`src/hw/rtl/ppdr_pkg.sv`:
```
// Shared types, widths and constants for the polygon point distance range unit.
// No dependencies; used by the interfaces, the controller, the datapath and the checker.
package ppdr_pkg;

  localparam int COORD_BITS = 21;
  localparam int DIFF_BITS  = 22;
  localparam int DIST_BITS  = 44;
  localparam int AREA_BITS  = 54;
  localparam int OPND_BITS  = 24;
  localparam int PROD_BITS  = 48;
  localparam int SUM_BITS   = 49;
  localparam int WIDE_BITS  = 108;
  localparam int CHUNK_BITS = 22;
  localparam int CNT_BITS   = 6;
  localparam int CFG_IDX_BITS = 1;

  localparam int MUL_OPS   = 12;
  localparam int SQ_OPS    = 3;
  localparam int PI_OPS    = 6;
  localparam int DIV_STEPS = 44;

  // floor(pi * 2^60)
  localparam logic [62:0] PI_Q60 = 63'h3243F6A8885A308D;
  localparam logic [WIDE_BITS-1:0] ROUND_HALF = WIDE_BITS'(1) << 51;

  localparam logic [CFG_IDX_BITS-1:0] REG_CENTER_X = 1'b0;
  localparam logic [CFG_IDX_BITS-1:0] REG_CENTER_Y = 1'b1;

  // Multiplier operations; the second of each pair completes the sum (the difference for CR).
  typedef enum logic [4:0] {
    OP_NOP, OP_AC0, OP_AC1, OP_BC0, OP_BC1, OP_LN0, OP_LN1,
    OP_D10, OP_D11, OP_D20, OP_D21, OP_CR0, OP_CR1,
    OP_SHH, OP_SHL, OP_SLL,
    OP_PI0, OP_PI1, OP_PI2, OP_PI3, OP_PI4, OP_PI5
  } op_t;

  typedef enum logic [1:0] {MIN_NONE, MIN_ACD, MIN_BCD, MIN_QUO} min_sel_t;

  typedef struct packed {
    op_t      op;
    logic     load_in;
    logic     setup;
    logic     b_first;
    logic     upd_max;
    min_sel_t min_sel;
    logic     div_init;
    logic     div_step;
    logic     diff_load;
    logic     emit;
    logic     save_prev;
  } cmd_t;

  typedef struct packed {
    logic have_prev;
    logic last;
    logic clamp_a;
    logic clamp_b;
  } status_t;

  function automatic op_t mul_op(input logic [3:0] idx);
    case (idx)
      4'd0:    return OP_AC0;
      4'd1:    return OP_AC1;
      4'd2:    return OP_BC0;
      4'd3:    return OP_BC1;
      4'd4:    return OP_LN0;
      4'd5:    return OP_LN1;
      4'd6:    return OP_D10;
      4'd7:    return OP_D11;
      4'd8:    return OP_D20;
      4'd9:    return OP_D21;
      4'd10:   return OP_CR0;
      4'd11:   return OP_CR1;
      default: return OP_NOP;
    endcase
  endfunction

  function automatic op_t sq_op(input logic [1:0] idx);
    case (idx)
      2'd0:    return OP_SHH;
      2'd1:    return OP_SHL;
      2'd2:    return OP_SLL;
      default: return OP_NOP;
    endcase
  endfunction

  function automatic op_t pi_op(input logic [2:0] idx);
    case (idx)
      3'd0:    return OP_PI0;
      3'd1:    return OP_PI1;
      3'd2:    return OP_PI2;
      3'd3:    return OP_PI3;
      3'd4:    return OP_PI4;
      3'd5:    return OP_PI5;
      default: return OP_NOP;
    endcase
  endfunction

endpackage

```
`src/hw/rtl/ppdr_vertex_if.sv`:
```
// Vertex input channel: valid/ready handshake with one vertex word.
// Depends on ppdr_pkg for field widths.
interface ppdr_vertex_if;
  logic valid;
  logic ready;
  logic signed [ppdr_pkg::COORD_BITS-1:0] vertex_x;
  logic signed [ppdr_pkg::COORD_BITS-1:0] vertex_y;
  logic last_vertex;

  modport source (output valid, output vertex_x, output vertex_y, output last_vertex,
                  input ready);
  modport sink (input valid, input vertex_x, input vertex_y, input last_vertex,
                output ready);
endinterface

```
`src/hw/rtl/ppdr_result_if.sv`:
```
// Result output channel: valid/ready handshake with one distance range word.
// Depends on ppdr_pkg for field widths.
interface ppdr_result_if;
  logic valid;
  logic ready;
  logic [ppdr_pkg::DIST_BITS-1:0] min_dist_sq;
  logic [ppdr_pkg::DIST_BITS-1:0] max_dist_sq;
  logic [ppdr_pkg::AREA_BITS-1:0] ring_area_q8;

  modport source (output valid, output min_dist_sq, output max_dist_sq,
                  output ring_area_q8, input ready);
  modport sink (input valid, input min_dist_sq, input max_dist_sq,
                input ring_area_q8, output ready);
endinterface

```
`src/hw/rtl/ppdr_dpath.sv`:
```
// Datapath: shared 24x24 multiplier, accumulators, bit-serial divider, vertex state.
// Depends on ppdr_pkg; driven by ppdr_ctrl through cmd_t.
module ppdr_dpath (
  input  logic clk,
  input  logic rst,
  input  logic cfg_we,
  input  logic [ppdr_pkg::CFG_IDX_BITS-1:0] cfg_index,
  input  logic [ppdr_pkg::COORD_BITS-1:0] cfg_data,
  input  logic signed [ppdr_pkg::COORD_BITS-1:0] vertex_x,
  input  logic signed [ppdr_pkg::COORD_BITS-1:0] vertex_y,
  input  logic last_vertex,
  input  ppdr_pkg::cmd_t cmd,
  output ppdr_pkg::status_t status,
  output logic [ppdr_pkg::DIST_BITS-1:0] min_dist_sq,
  output logic [ppdr_pkg::DIST_BITS-1:0] max_dist_sq,
  output logic [ppdr_pkg::AREA_BITS-1:0] ring_area_q8
);

  logic signed [ppdr_pkg::COORD_BITS-1:0] center_x, center_y;
  logic signed [ppdr_pkg::COORD_BITS-1:0] cur_x, cur_y, first_x, first_y, prev_x, prev_y;
  logic signed [ppdr_pkg::COORD_BITS-1:0] bx, by;
  logic last, have_prev;
  logic [ppdr_pkg::DIST_BITS-1:0] min_acc, max_acc;
  logic signed [ppdr_pkg::DIFF_BITS-1:0] abx, aby, acx, acy, bcx, bcy;
  logic signed [ppdr_pkg::OPND_BITS-1:0] opa, opb;
  logic signed [ppdr_pkg::PROD_BITS-1:0] prod, acc;
  ppdr_pkg::op_t op_q;
  logic signed [ppdr_pkg::SUM_BITS-1:0] sum, dif, dif_neg;
  logic [ppdr_pkg::DIST_BITS-1:0] acd, bcd, len, cabs, diff, rem, dsel;
  logic clamp_a, clamp_b;
  logic [ppdr_pkg::WIDE_BITS-1:0] wide, prod_w;
  logic [ppdr_pkg::DIST_BITS:0] trial, trial_sub;
  logic trial_ge;

  // configuration
  always_ff @(posedge clk) begin
    if (rst) begin
      center_x <= '0;
      center_y <= '0;
    end else if (cfg_we) begin
      case (cfg_index)
        ppdr_pkg::REG_CENTER_X: center_x <= cfg_data;
        ppdr_pkg::REG_CENTER_Y: center_y <= cfg_data;
        default: ;
      endcase
    end
  end

  // current vertex word
  always_ff @(posedge clk) begin
    if (cmd.load_in) begin
      cur_x <= vertex_x;
      cur_y <= vertex_y;
      last  <= last_vertex;
    end
  end

  // polygon state; cleared by reset and after each result
  always_ff @(posedge clk) begin
    if (rst || cmd.emit) begin
      first_x   <= '0;
      first_y   <= '0;
      prev_x    <= '0;
      prev_y    <= '0;
      have_prev <= 1'b0;
      min_acc   <= '1;
      max_acc   <= '0;
    end else begin
      if (cmd.load_in && !have_prev) begin
        first_x <= vertex_x;
        first_y <= vertex_y;
      end
      if (cmd.save_prev) begin
        prev_x    <= cur_x;
        prev_y    <= cur_y;
        have_prev <= 1'b1;
      end
      if (cmd.upd_max && (acd > max_acc)) max_acc <= acd;
      if ((cmd.min_sel != ppdr_pkg::MIN_NONE) && (dsel < min_acc)) min_acc <= dsel;
    end
  end

  always_comb begin
    case (cmd.min_sel)
      ppdr_pkg::MIN_ACD: dsel = acd;
      ppdr_pkg::MIN_BCD: dsel = bcd;
      ppdr_pkg::MIN_QUO: dsel = wide[ppdr_pkg::DIST_BITS-1:0];
      default:           dsel = '1;
    endcase
  end

  // edge vectors: A is the current vertex, B the previous or first one
  assign bx = cmd.b_first ? first_x : prev_x;
  assign by = cmd.b_first ? first_y : prev_y;

  always_ff @(posedge clk) begin
    if (cmd.setup) begin
      abx <= ppdr_pkg::DIFF_BITS'(bx) - ppdr_pkg::DIFF_BITS'(cur_x);
      aby <= ppdr_pkg::DIFF_BITS'(by) - ppdr_pkg::DIFF_BITS'(cur_y);
      acx <= ppdr_pkg::DIFF_BITS'(center_x) - ppdr_pkg::DIFF_BITS'(cur_x);
      acy <= ppdr_pkg::DIFF_BITS'(center_y) - ppdr_pkg::DIFF_BITS'(cur_y);
      bcx <= ppdr_pkg::DIFF_BITS'(center_x) - ppdr_pkg::DIFF_BITS'(bx);
      bcy <= ppdr_pkg::DIFF_BITS'(center_y) - ppdr_pkg::DIFF_BITS'(by);
    end
    if (cmd.diff_load) diff <= (max_acc >= min_acc) ? (max_acc - min_acc) : '0;
  end

  // operand select
  always_comb begin
    opa = '0;
    opb = '0;
    case (cmd.op)
      ppdr_pkg::OP_AC0: begin opa = ppdr_pkg::OPND_BITS'(acx); opb = ppdr_pkg::OPND_BITS'(acx); end
      ppdr_pkg::OP_AC1: begin opa = ppdr_pkg::OPND_BITS'(acy); opb = ppdr_pkg::OPND_BITS'(acy); end
      ppdr_pkg::OP_BC0: begin opa = ppdr_pkg::OPND_BITS'(bcx); opb = ppdr_pkg::OPND_BITS'(bcx); end
      ppdr_pkg::OP_BC1: begin opa = ppdr_pkg::OPND_BITS'(bcy); opb = ppdr_pkg::OPND_BITS'(bcy); end
      ppdr_pkg::OP_LN0: begin opa = ppdr_pkg::OPND_BITS'(abx); opb = ppdr_pkg::OPND_BITS'(abx); end
      ppdr_pkg::OP_LN1: begin opa = ppdr_pkg::OPND_BITS'(aby); opb = ppdr_pkg::OPND_BITS'(aby); end
      ppdr_pkg::OP_D10: begin opa = ppdr_pkg::OPND_BITS'(abx); opb = ppdr_pkg::OPND_BITS'(acx); end
      ppdr_pkg::OP_D11: begin opa = ppdr_pkg::OPND_BITS'(aby); opb = ppdr_pkg::OPND_BITS'(acy); end
      ppdr_pkg::OP_D20: begin opa = ppdr_pkg::OPND_BITS'(abx); opb = ppdr_pkg::OPND_BITS'(bcx); end
      ppdr_pkg::OP_D21: begin opa = ppdr_pkg::OPND_BITS'(aby); opb = ppdr_pkg::OPND_BITS'(bcy); end
      ppdr_pkg::OP_CR0: begin opa = ppdr_pkg::OPND_BITS'(abx); opb = ppdr_pkg::OPND_BITS'(acy); end
      ppdr_pkg::OP_CR1: begin opa = ppdr_pkg::OPND_BITS'(aby); opb = ppdr_pkg::OPND_BITS'(acx); end
      ppdr_pkg::OP_SHH: begin
        opa = signed'(ppdr_pkg::OPND_BITS'(cabs[43:22]));
        opb = signed'(ppdr_pkg::OPND_BITS'(cabs[43:22]));
      end
      ppdr_pkg::OP_SHL: begin
        opa = signed'(ppdr_pkg::OPND_BITS'(cabs[43:22]));
        opb = signed'(ppdr_pkg::OPND_BITS'(cabs[21:0]));
      end
      ppdr_pkg::OP_SLL: begin
        opa = signed'(ppdr_pkg::OPND_BITS'(cabs[21:0]));
        opb = signed'(ppdr_pkg::OPND_BITS'(cabs[21:0]));
      end
      ppdr_pkg::OP_PI0: begin
        opa = signed'(ppdr_pkg::OPND_BITS'(diff[21:0]));
        opb = signed'(ppdr_pkg::OPND_BITS'(ppdr_pkg::PI_Q60[20:0]));
      end
      ppdr_pkg::OP_PI1: begin
        opa = signed'(ppdr_pkg::OPND_BITS'(diff[21:0]));
        opb = signed'(ppdr_pkg::OPND_BITS'(ppdr_pkg::PI_Q60[41:21]));
      end
      ppdr_pkg::OP_PI2: begin
        opa = signed'(ppdr_pkg::OPND_BITS'(diff[21:0]));
        opb = signed'(ppdr_pkg::OPND_BITS'(ppdr_pkg::PI_Q60[62:42]));
      end
      ppdr_pkg::OP_PI3: begin
        opa = signed'(ppdr_pkg::OPND_BITS'(diff[43:22]));
        opb = signed'(ppdr_pkg::OPND_BITS'(ppdr_pkg::PI_Q60[20:0]));
      end
      ppdr_pkg::OP_PI4: begin
        opa = signed'(ppdr_pkg::OPND_BITS'(diff[43:22]));
        opb = signed'(ppdr_pkg::OPND_BITS'(ppdr_pkg::PI_Q60[41:21]));
      end
      ppdr_pkg::OP_PI5: begin
        opa = signed'(ppdr_pkg::OPND_BITS'(diff[43:22]));
        opb = signed'(ppdr_pkg::OPND_BITS'(ppdr_pkg::PI_Q60[62:42]));
      end
      default: ;
    endcase
  end

  // multiplier stage
  always_ff @(posedge clk) begin
    if (rst) op_q <= ppdr_pkg::OP_NOP;
    else     op_q <= cmd.op;
    prod <= opa * opb;
  end

  assign sum     = ppdr_pkg::SUM_BITS'(acc) + ppdr_pkg::SUM_BITS'(prod);
  assign dif     = ppdr_pkg::SUM_BITS'(acc) - ppdr_pkg::SUM_BITS'(prod);
  assign dif_neg = -dif;
  assign prod_w  = ppdr_pkg::WIDE_BITS'(unsigned'(prod));

  // restoring divide step: remainder and dividend/quotient shift in wide[43:0]
  assign trial     = {rem, wide[ppdr_pkg::DIST_BITS-1]};
  assign trial_sub = trial - {1'b0, len};
  assign trial_ge  = !trial_sub[ppdr_pkg::DIST_BITS];

  // accumulate stage
  always_ff @(posedge clk) begin
    if (cmd.div_init) rem <= wide[87:44];
    if (cmd.div_step) begin
      rem <= trial_ge ? trial_sub[ppdr_pkg::DIST_BITS-1:0] : trial[ppdr_pkg::DIST_BITS-1:0];
      wide[ppdr_pkg::DIST_BITS-1:0] <= {wide[ppdr_pkg::DIST_BITS-2:0], trial_ge};
    end else begin
      case (op_q)
        ppdr_pkg::OP_AC0, ppdr_pkg::OP_BC0, ppdr_pkg::OP_LN0,
        ppdr_pkg::OP_D10, ppdr_pkg::OP_D20, ppdr_pkg::OP_CR0: acc <= prod;
        ppdr_pkg::OP_AC1: acd <= sum[ppdr_pkg::DIST_BITS-1:0];
        ppdr_pkg::OP_BC1: bcd <= sum[ppdr_pkg::DIST_BITS-1:0];
        ppdr_pkg::OP_LN1: len <= sum[ppdr_pkg::DIST_BITS-1:0];
        ppdr_pkg::OP_D11: clamp_a <= sum[ppdr_pkg::SUM_BITS-1] || (sum == '0);
        ppdr_pkg::OP_D21: clamp_b <= !sum[ppdr_pkg::SUM_BITS-1];
        ppdr_pkg::OP_CR1: cabs <= dif[ppdr_pkg::SUM_BITS-1] ? dif_neg[ppdr_pkg::DIST_BITS-1:0]
                                                            : dif[ppdr_pkg::DIST_BITS-1:0];
        ppdr_pkg::OP_SHH: wide <= prod_w << 44;
        ppdr_pkg::OP_SHL: wide <= wide + (prod_w << 23);
        ppdr_pkg::OP_SLL: wide <= wide + prod_w;
        ppdr_pkg::OP_PI0: wide <= ppdr_pkg::ROUND_HALF + prod_w;
        ppdr_pkg::OP_PI1: wide <= wide + (prod_w << 21);
        ppdr_pkg::OP_PI2: wide <= wide + (prod_w << 42);
        ppdr_pkg::OP_PI3: wide <= wide + (prod_w << 22);
        ppdr_pkg::OP_PI4: wide <= wide + (prod_w << 43);
        ppdr_pkg::OP_PI5: wide <= wide + (prod_w << 64);
        default: ;
      endcase
    end
  end

  // result word
  always_ff @(posedge clk) begin
    if (cmd.emit) begin
      min_dist_sq  <= min_acc;
      max_dist_sq  <= max_acc;
      ring_area_q8 <= wide[105:52];
    end
  end

  assign status.have_prev = have_prev;
  assign status.last      = last;
  assign status.clamp_a   = clamp_a;
  assign status.clamp_b   = clamp_b;

endmodule

```
`src/hw/rtl/ppdr_ctrl.sv`:
```
// Controller: sequences multiplier ops, divide steps and result emission per vertex.
// Depends on ppdr_pkg; drives ppdr_dpath through cmd_t.
module ppdr_ctrl (
  input  logic clk,
  input  logic rst,
  input  logic vtx_valid,
  output logic vtx_ready,
  output logic res_valid,
  input  logic res_ready,
  input  ppdr_pkg::status_t status,
  output ppdr_pkg::cmd_t cmd
);

  typedef enum logic [13:0] {
    S_IDLE   = 14'b00000000000001,
    S_SETUP  = 14'b00000000000010,
    S_MUL    = 14'b00000000000100,
    S_DRAIN  = 14'b00000000001000,
    S_CHECK  = 14'b00000000010000,
    S_SQ     = 14'b00000000100000,
    S_SQWAIT = 14'b00000001000000,
    S_DINIT  = 14'b00000010000000,
    S_DIV    = 14'b00000100000000,
    S_QUO    = 14'b00001000000000,
    S_NEXT   = 14'b00010000000000,
    S_DIFF   = 14'b00100000000000,
    S_PI     = 14'b01000000000000,
    S_EMIT   = 14'b10000000000000
  } state_t;

  state_t state, state_next;
  logic [ppdr_pkg::CNT_BITS-1:0] cnt, cnt_next;
  logic pass2, pass2_next;
  logic out_valid, out_valid_next;
  logic do_min;

  // second pass is the closing edge; first pass tests an edge only if one exists
  assign do_min = pass2 || status.have_prev || status.last;

  always_ff @(posedge clk) begin
    if (rst) begin
      state     <= S_IDLE;
      cnt       <= '0;
      pass2     <= 1'b0;
      out_valid <= 1'b0;
    end else begin
      state     <= state_next;
      cnt       <= cnt_next;
      pass2     <= pass2_next;
      out_valid <= out_valid_next;
    end
  end

  always_comb begin
    state_next     = state;
    cnt_next       = cnt;
    pass2_next     = pass2;
    out_valid_next = out_valid && !res_ready;
    vtx_ready      = 1'b0;
    cmd            = '0;
    cmd.op         = ppdr_pkg::OP_NOP;
    cmd.b_first    = pass2 || !status.have_prev;
    case (state)
      S_IDLE: begin
        vtx_ready = 1'b1;
        if (vtx_valid) begin
          cmd.load_in = 1'b1;
          pass2_next  = 1'b0;
          state_next  = S_SETUP;
        end
      end
      S_SETUP: begin
        cmd.setup  = 1'b1;
        cnt_next   = '0;
        state_next = S_MUL;
      end
      S_MUL: begin
        cmd.op   = ppdr_pkg::mul_op(cnt[3:0]);
        cnt_next = cnt + 1'b1;
        if (cnt == ppdr_pkg::CNT_BITS'(ppdr_pkg::MUL_OPS - 1)) state_next = S_DRAIN;
      end
      S_DRAIN: state_next = S_CHECK;
      S_CHECK: begin
        cmd.upd_max = 1'b1;
        cnt_next    = '0;
        if (!do_min) begin
          state_next = S_NEXT;
        end else if (status.clamp_a) begin
          cmd.min_sel = ppdr_pkg::MIN_ACD;
          state_next  = S_NEXT;
        end else if (status.clamp_b) begin
          cmd.min_sel = ppdr_pkg::MIN_BCD;
          state_next  = S_NEXT;
        end else begin
          state_next = S_SQ;
        end
      end
      S_SQ: begin
        cmd.op   = ppdr_pkg::sq_op(cnt[1:0]);
        cnt_next = cnt + 1'b1;
        if (cnt == ppdr_pkg::CNT_BITS'(ppdr_pkg::SQ_OPS - 1)) state_next = S_SQWAIT;
      end
      S_SQWAIT: state_next = S_DINIT;
      S_DINIT: begin
        cmd.div_init = 1'b1;
        cnt_next     = '0;
        state_next   = S_DIV;
      end
      S_DIV: begin
        cmd.div_step = 1'b1;
        cnt_next     = cnt + 1'b1;
        if (cnt == ppdr_pkg::CNT_BITS'(ppdr_pkg::DIV_STEPS - 1)) state_next = S_QUO;
      end
      S_QUO: begin
        cmd.min_sel = ppdr_pkg::MIN_QUO;
        state_next  = S_NEXT;
      end
      S_NEXT: begin
        if (status.last && !pass2 && status.have_prev) begin
          pass2_next = 1'b1;
          state_next = S_SETUP;
        end else if (status.last) begin
          state_next = S_DIFF;
        end else begin
          cmd.save_prev = 1'b1;
          state_next    = S_IDLE;
        end
      end
      S_DIFF: begin
        cmd.diff_load = 1'b1;
        cnt_next      = '0;
        state_next    = S_PI;
      end
      S_PI: begin
        cmd.op   = ppdr_pkg::pi_op(cnt[2:0]);
        cnt_next = cnt + 1'b1;
        // one extra idle slot so the last product reaches the accumulator
        if (cnt == ppdr_pkg::CNT_BITS'(ppdr_pkg::PI_OPS)) state_next = S_EMIT;
      end
      S_EMIT: begin
        // accumulator is complete here
        if (!out_valid || res_ready) begin
          cmd.emit       = 1'b1;
          out_valid_next = 1'b1;
          state_next     = S_IDLE;
        end
      end
      default: state_next = S_IDLE;
    endcase
  end

  assign res_valid = out_valid;

endmodule

```
`src/hw/rtl/polygon_point_distance_range_unit.sv`:
```
// A vertex with no edge to test, or an edge clamped to an endpoint, skips squaring and divide;
// an edge needing the perpendicular distance adds 3 squaring ops and a 44-step divide.
// A closing vertex with a previous vertex tests its own edge, then the closing edge, then the pi product and emit.
// One vertex at a time: the shared 24x24 multiplier and bit-serial divider finish a vertex
// before the next. Reset (rst, synchronous) clears the center to 0 and all polygon state.
//
// Top level of the polygon point distance range unit.
// Depends on ppdr_pkg, ppdr_vertex_if, ppdr_result_if, ppdr_ctrl and ppdr_dpath.
//
// Vertices arrive one word per handshake on vtx. Each vertex A is paired with the
// previous vertex B (or the first one when closing the polygon) and the edge is
// tested against the center C:
//   - dot products of AB with AC and BC decide whether C projects past an endpoint,
//     in which case the endpoint distance is used;
//   - otherwise |AB x AC|^2 / |AB|^2 is formed: the cross product is squared from
//     three 22-bit partial products into a wide accumulator and divided bit-serially.
// The largest vertex distance and the smallest edge distance accumulate until the
// word marked last_vertex; then the closing edge is tested, pi*(max-min) is formed
// from six partial products with round-half-up into Q8, and the result word is
// loaded into the output register. Polygon state clears at that point.
// The output register parts the two sides: a new polygon may start while the
// result waits; the block only stalls in its emit step if the old word is unread.
module polygon_point_distance_range_unit (
  input  logic clk,
  input  logic rst,
  input  logic cfg_we,
  input  logic [ppdr_pkg::CFG_IDX_BITS-1:0] cfg_index,
  input  logic [ppdr_pkg::COORD_BITS-1:0] cfg_data,
  ppdr_vertex_if.sink vtx,
  ppdr_result_if.source res
);

  ppdr_pkg::cmd_t    cmd;
  ppdr_pkg::status_t status;

  // sequencing: one-hot FSM stepping through the multiplier op lists
  ppdr_ctrl u_ctrl (
    .clk       (clk),
    .rst       (rst),
    .vtx_valid (vtx.valid),
    .vtx_ready (vtx.ready),
    .res_valid (res.valid),
    .res_ready (res.ready),
    .status    (status),
    .cmd       (cmd)
  );

  // arithmetic, polygon state and the result register
  ppdr_dpath u_dpath (
    .clk          (clk),
    .rst          (rst),
    .cfg_we       (cfg_we),
    .cfg_index    (cfg_index),
    .cfg_data     (cfg_data),
    .vertex_x     (vtx.vertex_x),
    .vertex_y     (vtx.vertex_y),
    .last_vertex  (vtx.last_vertex),
    .cmd          (cmd),
    .status       (status),
    .min_dist_sq  (res.min_dist_sq),
    .max_dist_sq  (res.max_dist_sq),
    .ring_area_q8 (res.ring_area_q8)
  );

endmodule

```
`src/flat_wrapper.sv`:
```
// flat-port wrapper written by rule: the top's interface ports become plain ports
module polygon_point_distance_range_unit_flat 
  (clk, rst, cfg_we, cfg_index, cfg_data, vtx_valid, vtx_vertex_x, vtx_vertex_y, vtx_last_vertex, vtx_ready, res_valid, res_min_dist_sq, res_max_dist_sq, res_ring_area_q8, res_ready);
  ppdr_vertex_if vtx_i ();
  ppdr_result_if res_i ();
  input  logic clk;
  input  logic rst;
  input  logic cfg_we;
  input  logic [ppdr_pkg::CFG_IDX_BITS-1:0] cfg_index;
  input  logic [ppdr_pkg::COORD_BITS-1:0] cfg_data;
  input wire logic [$bits(vtx_i.valid)-1:0] vtx_valid;
  input wire logic [$bits(vtx_i.vertex_x)-1:0] vtx_vertex_x;
  input wire logic [$bits(vtx_i.vertex_y)-1:0] vtx_vertex_y;
  input wire logic [$bits(vtx_i.last_vertex)-1:0] vtx_last_vertex;
  output wire logic [$bits(vtx_i.ready)-1:0] vtx_ready;
  output wire logic [$bits(res_i.valid)-1:0] res_valid;
  output wire logic [$bits(res_i.min_dist_sq)-1:0] res_min_dist_sq;
  output wire logic [$bits(res_i.max_dist_sq)-1:0] res_max_dist_sq;
  output wire logic [$bits(res_i.ring_area_q8)-1:0] res_ring_area_q8;
  input wire logic [$bits(res_i.ready)-1:0] res_ready;
  assign vtx_i.valid = vtx_valid;
  assign vtx_i.vertex_x = vtx_vertex_x;
  assign vtx_i.vertex_y = vtx_vertex_y;
  assign vtx_i.last_vertex = vtx_last_vertex;
  assign vtx_ready = vtx_i.ready;
  assign res_valid = res_i.valid;
  assign res_min_dist_sq = res_i.min_dist_sq;
  assign res_max_dist_sq = res_i.max_dist_sq;
  assign res_ring_area_q8 = res_i.ring_area_q8;
  assign res_i.ready = res_ready;
  polygon_point_distance_range_unit u_core (.clk(clk), .rst(rst), .cfg_we(cfg_we), .cfg_index(cfg_index), .cfg_data(cfg_data), .vtx(vtx_i), .res(res_i));
endmodule
```
`config.mk`:
```
export PLATFORM = sky130hd
export DESIGN_NAME = polygon_point_distance_range_unit_flat
export DESIGN_NICKNAME = d
export VERILOG_FILES = /design/src/hw/rtl/ppdr_pkg.sv /design/src/hw/rtl/ppdr_vertex_if.sv /design/src/hw/rtl/ppdr_result_if.sv /design/src/hw/rtl/ppdr_dpath.sv /design/src/hw/rtl/ppdr_ctrl.sv /design/src/hw/rtl/polygon_point_distance_range_unit.sv /design/src/flat_wrapper.sv
export SDC_FILE = /design/constraint.sdc
export NUM_CORES = 2
export LEC_CHECK = 0
export BUFFER_PORTS_ARGS = -buffer_cell sky130_fd_sc_hd__buf_2
export CELL_PAD_IN_SITES_DETAIL_PLACEMENT = 0
export CELL_PAD_IN_SITES_GLOBAL_PLACEMENT = 2
export CORE_ASPECT_RATIO = 0.8
export CORE_MARGIN = 2
export CORE_UTILIZATION = 37
export DETAILED_ROUTE_END_ITERATION = 10
export HOLD_SLACK_MARGIN = 0.08
export PLACE_DENSITY_LB_ADDON = 0.1
export SLEW_MARGIN = 30
export SYNTH_ARGS = -nofsm -noshare
export SYNTH_HDL_FRONTEND = slang
export SYNTH_SLANG_ARGS = --single-unit
```
`constraint.sdc`:
```
create_clock -name clk -period 10 [get_ports clk]
set_clock_uncertainty 0.2 [all_clocks]
set_input_delay 0.5 -clock clk [delete_from_list [all_inputs] [get_ports clk]]
set_output_delay 0.5 -clock clk [all_outputs]
set_load 0.05 [all_outputs]
```
# ---- Yosys cells after proc, flatten, opt, wreduce, memory -nomap -nowiden
# Memories as Yosys holds them, arrays and structs flattened. A register that Yosys moved wholly into a read port is not among the register bits.
# Index checks and enable logic that the tools add are counted.
dict set report totals {
  regBits 1029
  mem_bits_ro 64
  input_bits 70
  out_inout_bits 144
  word_cells 248
  memories 1
}
# memory depth width read_ports rd_ports_with_merged_regs wr line_no
set mem_list {}
lappend mem_list {{(name not given)} 16 4 1 1 0 ppdr_pkg.sv:61} ;# case (idx)
dict set report op_classes {
  add_sub_neg 20
  mul 1
  order_cmp 3
  n_eq_ne 77
  mux 51
  bitwise_logic 2
  n_reduce_logical 55
}
# op n
set ops {}
lappend ops {{$pmux 108 s9} 1}
lappend ops {{$pmux 24 s11} 1}
lappend ops {{$pmux 24 s10} 1}
lappend ops {{$mux 44} 5}
lappend ops {{$pmux 14 s14} 1}
lappend ops {{$pmux 44 s3} 1}
lappend ops {{$sub 21x21->22} 6}
lappend ops {{$mux 14} 9}
lappend ops {{$add 108x108->108} 1}
lappend ops {{$add 108x48->108} 1}
lappend ops {{$add 108x69->108} 1}
lappend ops {{$add 108x70->108} 1}
lappend ops {{$add 108x71->108} 1}
lappend ops {{$add 108x90->108} 1}
lappend ops {{$add 108x91->108} 1}
lappend ops {{$eq 5x4->1 const B} 16}
lappend ops {{$eq 5x5->1 const B} 12}
lappend ops {{$add 52x48->53 const A} 1}
lappend ops {{$add 48x48->49} 1}
lappend ops {{$logic_not 49->1} 1}
lappend ops {{$sub 48x48->49} 1}
lappend ops {{$mul 24x24->48} 1}
lappend ops {{$sub 45x44->45} 1}
lappend ops {{$ge 44x44->1} 1}
lappend ops {{60 further kinds} 142}

# ---- Longest topological paths before layout
dict set report depth {
  ltp_word 8
  mapped_depth 45
  depth_no_buf 41
}

# ---- Cells and area by module
# Synthesis repeated with hierarchy kept, for this count alone.
dict set report hier_totals {
  hier_cells 11798
  area_unflattened_um2 103036.3
}
# mod n_inst cells_per_inst area_per_inst_um2
set by_module_without_submodules {}
lappend by_module_without_submodules {ppdr_dpath 1 11554 101134.5}
lappend by_module_without_submodules {ppdr_ctrl 1 244 1901.8}

# ---- Worst setup path before layout
# Ideal clock, no wire load.
dict set report synth_timing {
  path_type {register to register}
  start {register u_core.u_ctrl.state[3]}
  end {register u_core.u_dpath.prod[46] (netlist bit)}
  setup_ps 72
  arrival_ps 9453
  required_ps 9728
  path_slack_ps 275
  stages_incl_launch_ff 42
  path_buffers 7
  period_less_slack_ps 9725
  path_cell_list {dfxtp_1 > clkbuf_1 > nor4_4 > nand4_2 > nor3b_1 > buf_2 > a21oi_1 > o21a_1 > buf_2 > buf_2 > a31oi_1 > buf_2 > buf_2 > a22oi_1 > nand3_1 > buf_2 > nand2_1 > fa_1 > [6 not listed] > fa_1 > fa_1 > inv_1 > fa_1 > inv_1 > ha_1 > a21o_1 > a21o_1 > a21oi_1 > nand2_1 > a31oi_1 > o31ai_1 > o311ai_0 > a31oi_1 > nand2_1 > a21oi_1 > a211oi_1 > xnor2_1}
}
dict set report synth_between {
  elab_chain_cells 6
  word_cells_on_any_way 41
}
# item line_no
set synth_rtl {}
lappend synth_rtl {{start: declaration} ppdr_ctrl.sv:31} ;# state_t state, state_next;
lappend synth_rtl {{start signal: assignment} ppdr_ctrl.sv:47} ;# state <= state_next;
lappend synth_rtl {{$eq 14x13->1 (tied with other cells)} ppdr_ctrl.sv:63} ;# case (state)
lappend synth_rtl {{$pmux 5 s3 *} ppdr_ctrl.sv:63}
lappend synth_rtl {{$eq 5x4->1 (tied with other cells)} ppdr_dpath.sv:112} ;# case (cmd.op)
lappend synth_rtl {{$reduce_or 4->1 (no source line) (tied with other cells)} -}
lappend synth_rtl {{$pmux 24 s10 or $pmux 24 s11 (tied branches)} ppdr_dpath.sv:112}
lappend synth_rtl {{$mul 24x24->48 *} ppdr_dpath.sv:169} ;# prod <= opa * opb;
lappend synth_rtl {{end signal: assignment} ppdr_dpath.sv:169}
lappend synth_rtl {{end: declaration} ppdr_dpath.sv:26} ;# logic signed [ppdr_pkg::PROD_BITS-1:0] prod, acc;
# Mark *: on every way between the ends. The rest lies on a longest branch, timed or not.
# A chain may end at the register's enable or synchronous reset.

# ---- Worst setup path in the final report
dict set report layout_timing {
  start {register u_core.u_ctrl.state[11]}
  end {register u_core.u_dpath.prod[41] (netlist bit)}
}
# Same word-level chain as after synthesis.

==> reports/qor.tcl <==
set qor(synth-seq-area-share) 0.275
set qor(grt_max_degree) 76
set qor(finalHoldViolCount) 0
set qor(synth-seq-cells) 1031
set qor(globalplace.congestion) 1.03
set qor(tritoncts) {done}
set qor(grt_pass1_vias) 91600
set qor(layout-drive-gt1-share) 0.130
set qor(cts_root_buf) {clkbuf_16}
set qor(detailroute.via_count) 95600
set qor(clock_sink_count) 1031
set qor(timing.critical_path.slowest_stage_cell) {fa_1}
set qor(max_slew_headroom) 0.249
set qor(status) {finished, final reports clean}
set qor(filler_cell_count) 27300
set qor(peakVddDrop_mv) 0.167
set qor(yosysUniqueCellTypes) 107
set qor(count_of_tritonroute_iterations_in_the_first_routing_pass) 8
set qor(nNetsFinal) 13900
set qor(detailedPlacementHpwl_mm) 395
set qor(route.final.wire_length_mm) 495
set qor(setup.worst_path.class) {reg2reg}
set qor(max_incr_delay_on_cp_ns) 0.56
set qor(power_leakage_uw) 0.0530
set qor(end_kind) {register}
set qor(cts-buffers-inserted) 120
set qor(grt_first_pass_wirelength_mm) 694
set qor(netlist_top_cells_area) {edfxtp_1, fa_1, ha_1}
set qor(port-buffer-count) 213
set qor(timing.final.crit_period_ns) 9.68
set qor(worst-path-max-fanout) 14
set qor(rsz0062_at_grt) {true}
set qor(route.antenna.remaining_nets) 0
set qor(grt_use_total) 0.346
set qor(p_per_area_nw_per_um2) 102
set qor(clk_transition_reported_paths_ns) 0.07
set qor(fp.dieArea_sq_um) 279000
set qor(via_per_inst) 5.93
set qor(drt-wirelength-per-cell_microns) 30.7
set qor(final-max-slew-violation-count) 0
set qor(synth-edff-count) 737
set qor(initial_utilization) 0.371
set qor(final-setup-viol-count) 0
set qor(worst_setup_slack_post_dpl_ns) -0.448
set qor(worstSkewPairLatency_ns) 0.85
set qor(fin_crit_sh) 0.968
set qor(cp.required_ns) 10.53
set qor(critPathArrivalTime_ns) 10.21
set qor(row_count) 172
set qor(syn-mean-instance-area_sq_um) 8.75
set qor(worst_pin_slew_ns) 1.12
set qor(synthesis.instances) 11600
set qor(ys.warnings.count) 0
set qor(hold_class) {in2reg}
set qor(asyncSetResetFlopFracSynth) 0
set qor(postSynthNetCount) 13200
set qor(drt-initial-drc-count) 12100
set qor(most_used_cell_cp) {fa_1}
set qor(clock_path_buffers) 3
set qor(antenna_found_initial) 69
set qor(design.core.area_sq_um) 274000
set qor(yosys.area.top_type) {edfxtp_1}
set qor(synth_flop_cell) {edfxtp_1}
set qor(synthesis.area_sq_um) 102000
set qor(fin_ws_ns) 0.316
set qor(area_overhead_vs_synth_pct) 16.7
set qor(fin_tns_setup_ns) 0
set qor(ioPinCount) 214
set qor(cts.htree.levels) 3
set qor(grt.overflow.total) 0
set qor(die_width_microns) 591
set qor(drc) 0
set qor(yosys.area.top_type_share) 0.217
set qor(timing.max_cap.violations) 0
set qor(worst_setup_path_start_kind) {register}
set qor(max_freq_mhz) 103
set qor(die_h_microns) 473
-- path summary, 6_finish.rpt --
| check | startpoint | to | slack, ns | cells past startpoint |
|---|---|---|---|---|
| max | u_core.u_ctrl.state[11] | u_core.u_dpath.prod[41] | 0.32 | 37 |
| min | vtx_vertex_y[9] | u_core.u_dpath.cur_y[9] | 0.19 | 2 |
| max reg2reg | u_core.u_ctrl.state[11] | u_core.u_dpath.prod[41] | 0.32 | 37 |
| min reg2reg | u_core.u_dpath.prev_x[10] | u_core.u_dpath.prev_x[10] | 0.25 | 2 |
-- area by class of cell --
type | count | area [sq um] | share of cell area
Clock inverter | 83 | 1050 | 0.00884
Antenna cell | 26 | 65.1 | 0.000548
Multi-Input combinational cell | 8939 | 69000 | 0.581
Sequential cell | 1031 | 28000 | 0.236
Clock buffer | 146 | 3270 | 0.0275
Inverter | 1160 | 4360 | 0.0367
Tap cell | 3654 | 4570 | 0.0385
Timing Repair Buffer | 1072 | 8450 | 0.0711
-- stage by stage --
stage | instances | util | total power [uW] | cell area, sq um | hold slack, ns
6_report | 16100 | 0.433 | 12100 | 119000 | 0.187
5_1_grt | 16100 | 0.433 | 12500 | 119000 | 0.174
4_1_cts | 16000 | 0.427 | 12100 | 117000 | 0.128
3_5_place_dp | 15700 | 0.407 | 7180 | 112000 | 0.243
3_3_place_gp | 15700 | 0.407 | 7170 | 112000 | 0.237
2_1_floorplan | 11600 | - | 6310 | 102000 | 0.224
-- state kept, by name, summed over array words and instances (netlist names), 44 cells and up, named ones only --
signal and flops:
u_core.u_dpath.ring_area_q8 54, u_core.u_dpath.min_dist_sq 44, u_core.u_dpath.wide 106, u_core.u_dpath.min_acc 44
u_core.u_dpath.cabs 44, u_core.u_dpath.max_dist_sq 44, u_core.u_dpath.acd 44, u_core.u_dpath.bcd 44
u_core.u_dpath.rem 44, u_core.u_dpath.acc 48, u_core.u_dpath.len 44, u_core.u_dpath.diff 44
u_core.u_dpath.max_acc 44, u_core.u_dpath.prod 48
-- worst max-delay path, delay by kind of cell, from the launching register on --
family / cells / cell delay, ns
DFF: 1 / 0.34
xor gates and xnor gates: 1 / 0.13
and+or+nand+nor: 8 / 1.79
buffers and inverters: 12 / 1.63
adders and majority gates: 8 / 3.81
AOI/OAI and AO/OA: 8 / 1.61
-- synthesized netlist by cell type (131+ instances only) --
library cell and number:
nor2_1 890, mux2i_1 201, clkbuf_1 363, nand2_1 1342
xnor2_1 422, nand4_1 138, fa_1 610, a21o_1 388
dfxtp_1 294, xor2_1 232, o21ai_0 572, nor2b_1 131
nand3_1 220, inv_1 1158, a21oi_1 900, nor3_1 180
ha_1 867, edfxtp_1 737
-- cells in the final DEF, fill, tap and decap left out, drive strengths merged, types with 54 or more instances in the layout --
cell	n
nand2	1343
nor2	891
a21o	388
clkbuf	149
nor2b	131
dfxtp	294
o21a	85
dlygate4sd3	73
o31ai	64
mux2i	201
nand3	221
xnor2	422
a21oi	901
ha	867
o21bai	94
nand4	141
xor2	232
edfxtp	737
buf	996
a221oi	100
a22oi	96
and2	112
a31oi	90
a222oi	54
a211oi	90
o211ai	72
inv	1168
nand2b	125
fa	610
o21ai	579
or3	68
and3	93
nor3	184
a21boi	54
-- logic make-up (layout without fill, tap and decap cells) --
group / after synthesis / count (layout) / share of synthesized area
compound gates: 3048 / 3048 / 0.196
xor+xnor: 654 / 654 / 0.0563
fa+ha+maj: 1477 / 1477 / 0.226
buf+inv: 1664 / 2461 / 0.0633
flops: 1031 / 1031 / 0.275
mux: 219 / 219 / 0.0217
other cells: 0 / 26 / 0
simple gates: 3541 / 3541 / 0.161
-- power breakdown --
group          switching, uW  leakage (uW)  internal [uW]
sequential               208       0.00890           4820
clock                   2150       0.00207           2770
combinational           1400        0.0420            771
-- layer usage --
layer  global-route usage  wire length [microns]  up-vias
li1                     -                      -    42500
met1                0.531                 235000    47800
met2                0.468                 191000     4610
met3               0.0952                  55100      583
met4               0.0859                  13400       20
met5             0.000173                    147        -
-- what timing repair did --
action | CTS | global route
buffers inserted | 7 | 63
hold buffers | 73 | 0
gates resized for setup | 38 | 274
cloned | 0 | 6
endpoints found under the setup margin | 13 | 26
pin swaps | 13 | 156
endpoints found under the hold margin | 142 | 0
(Power assumes the default switching activity.)
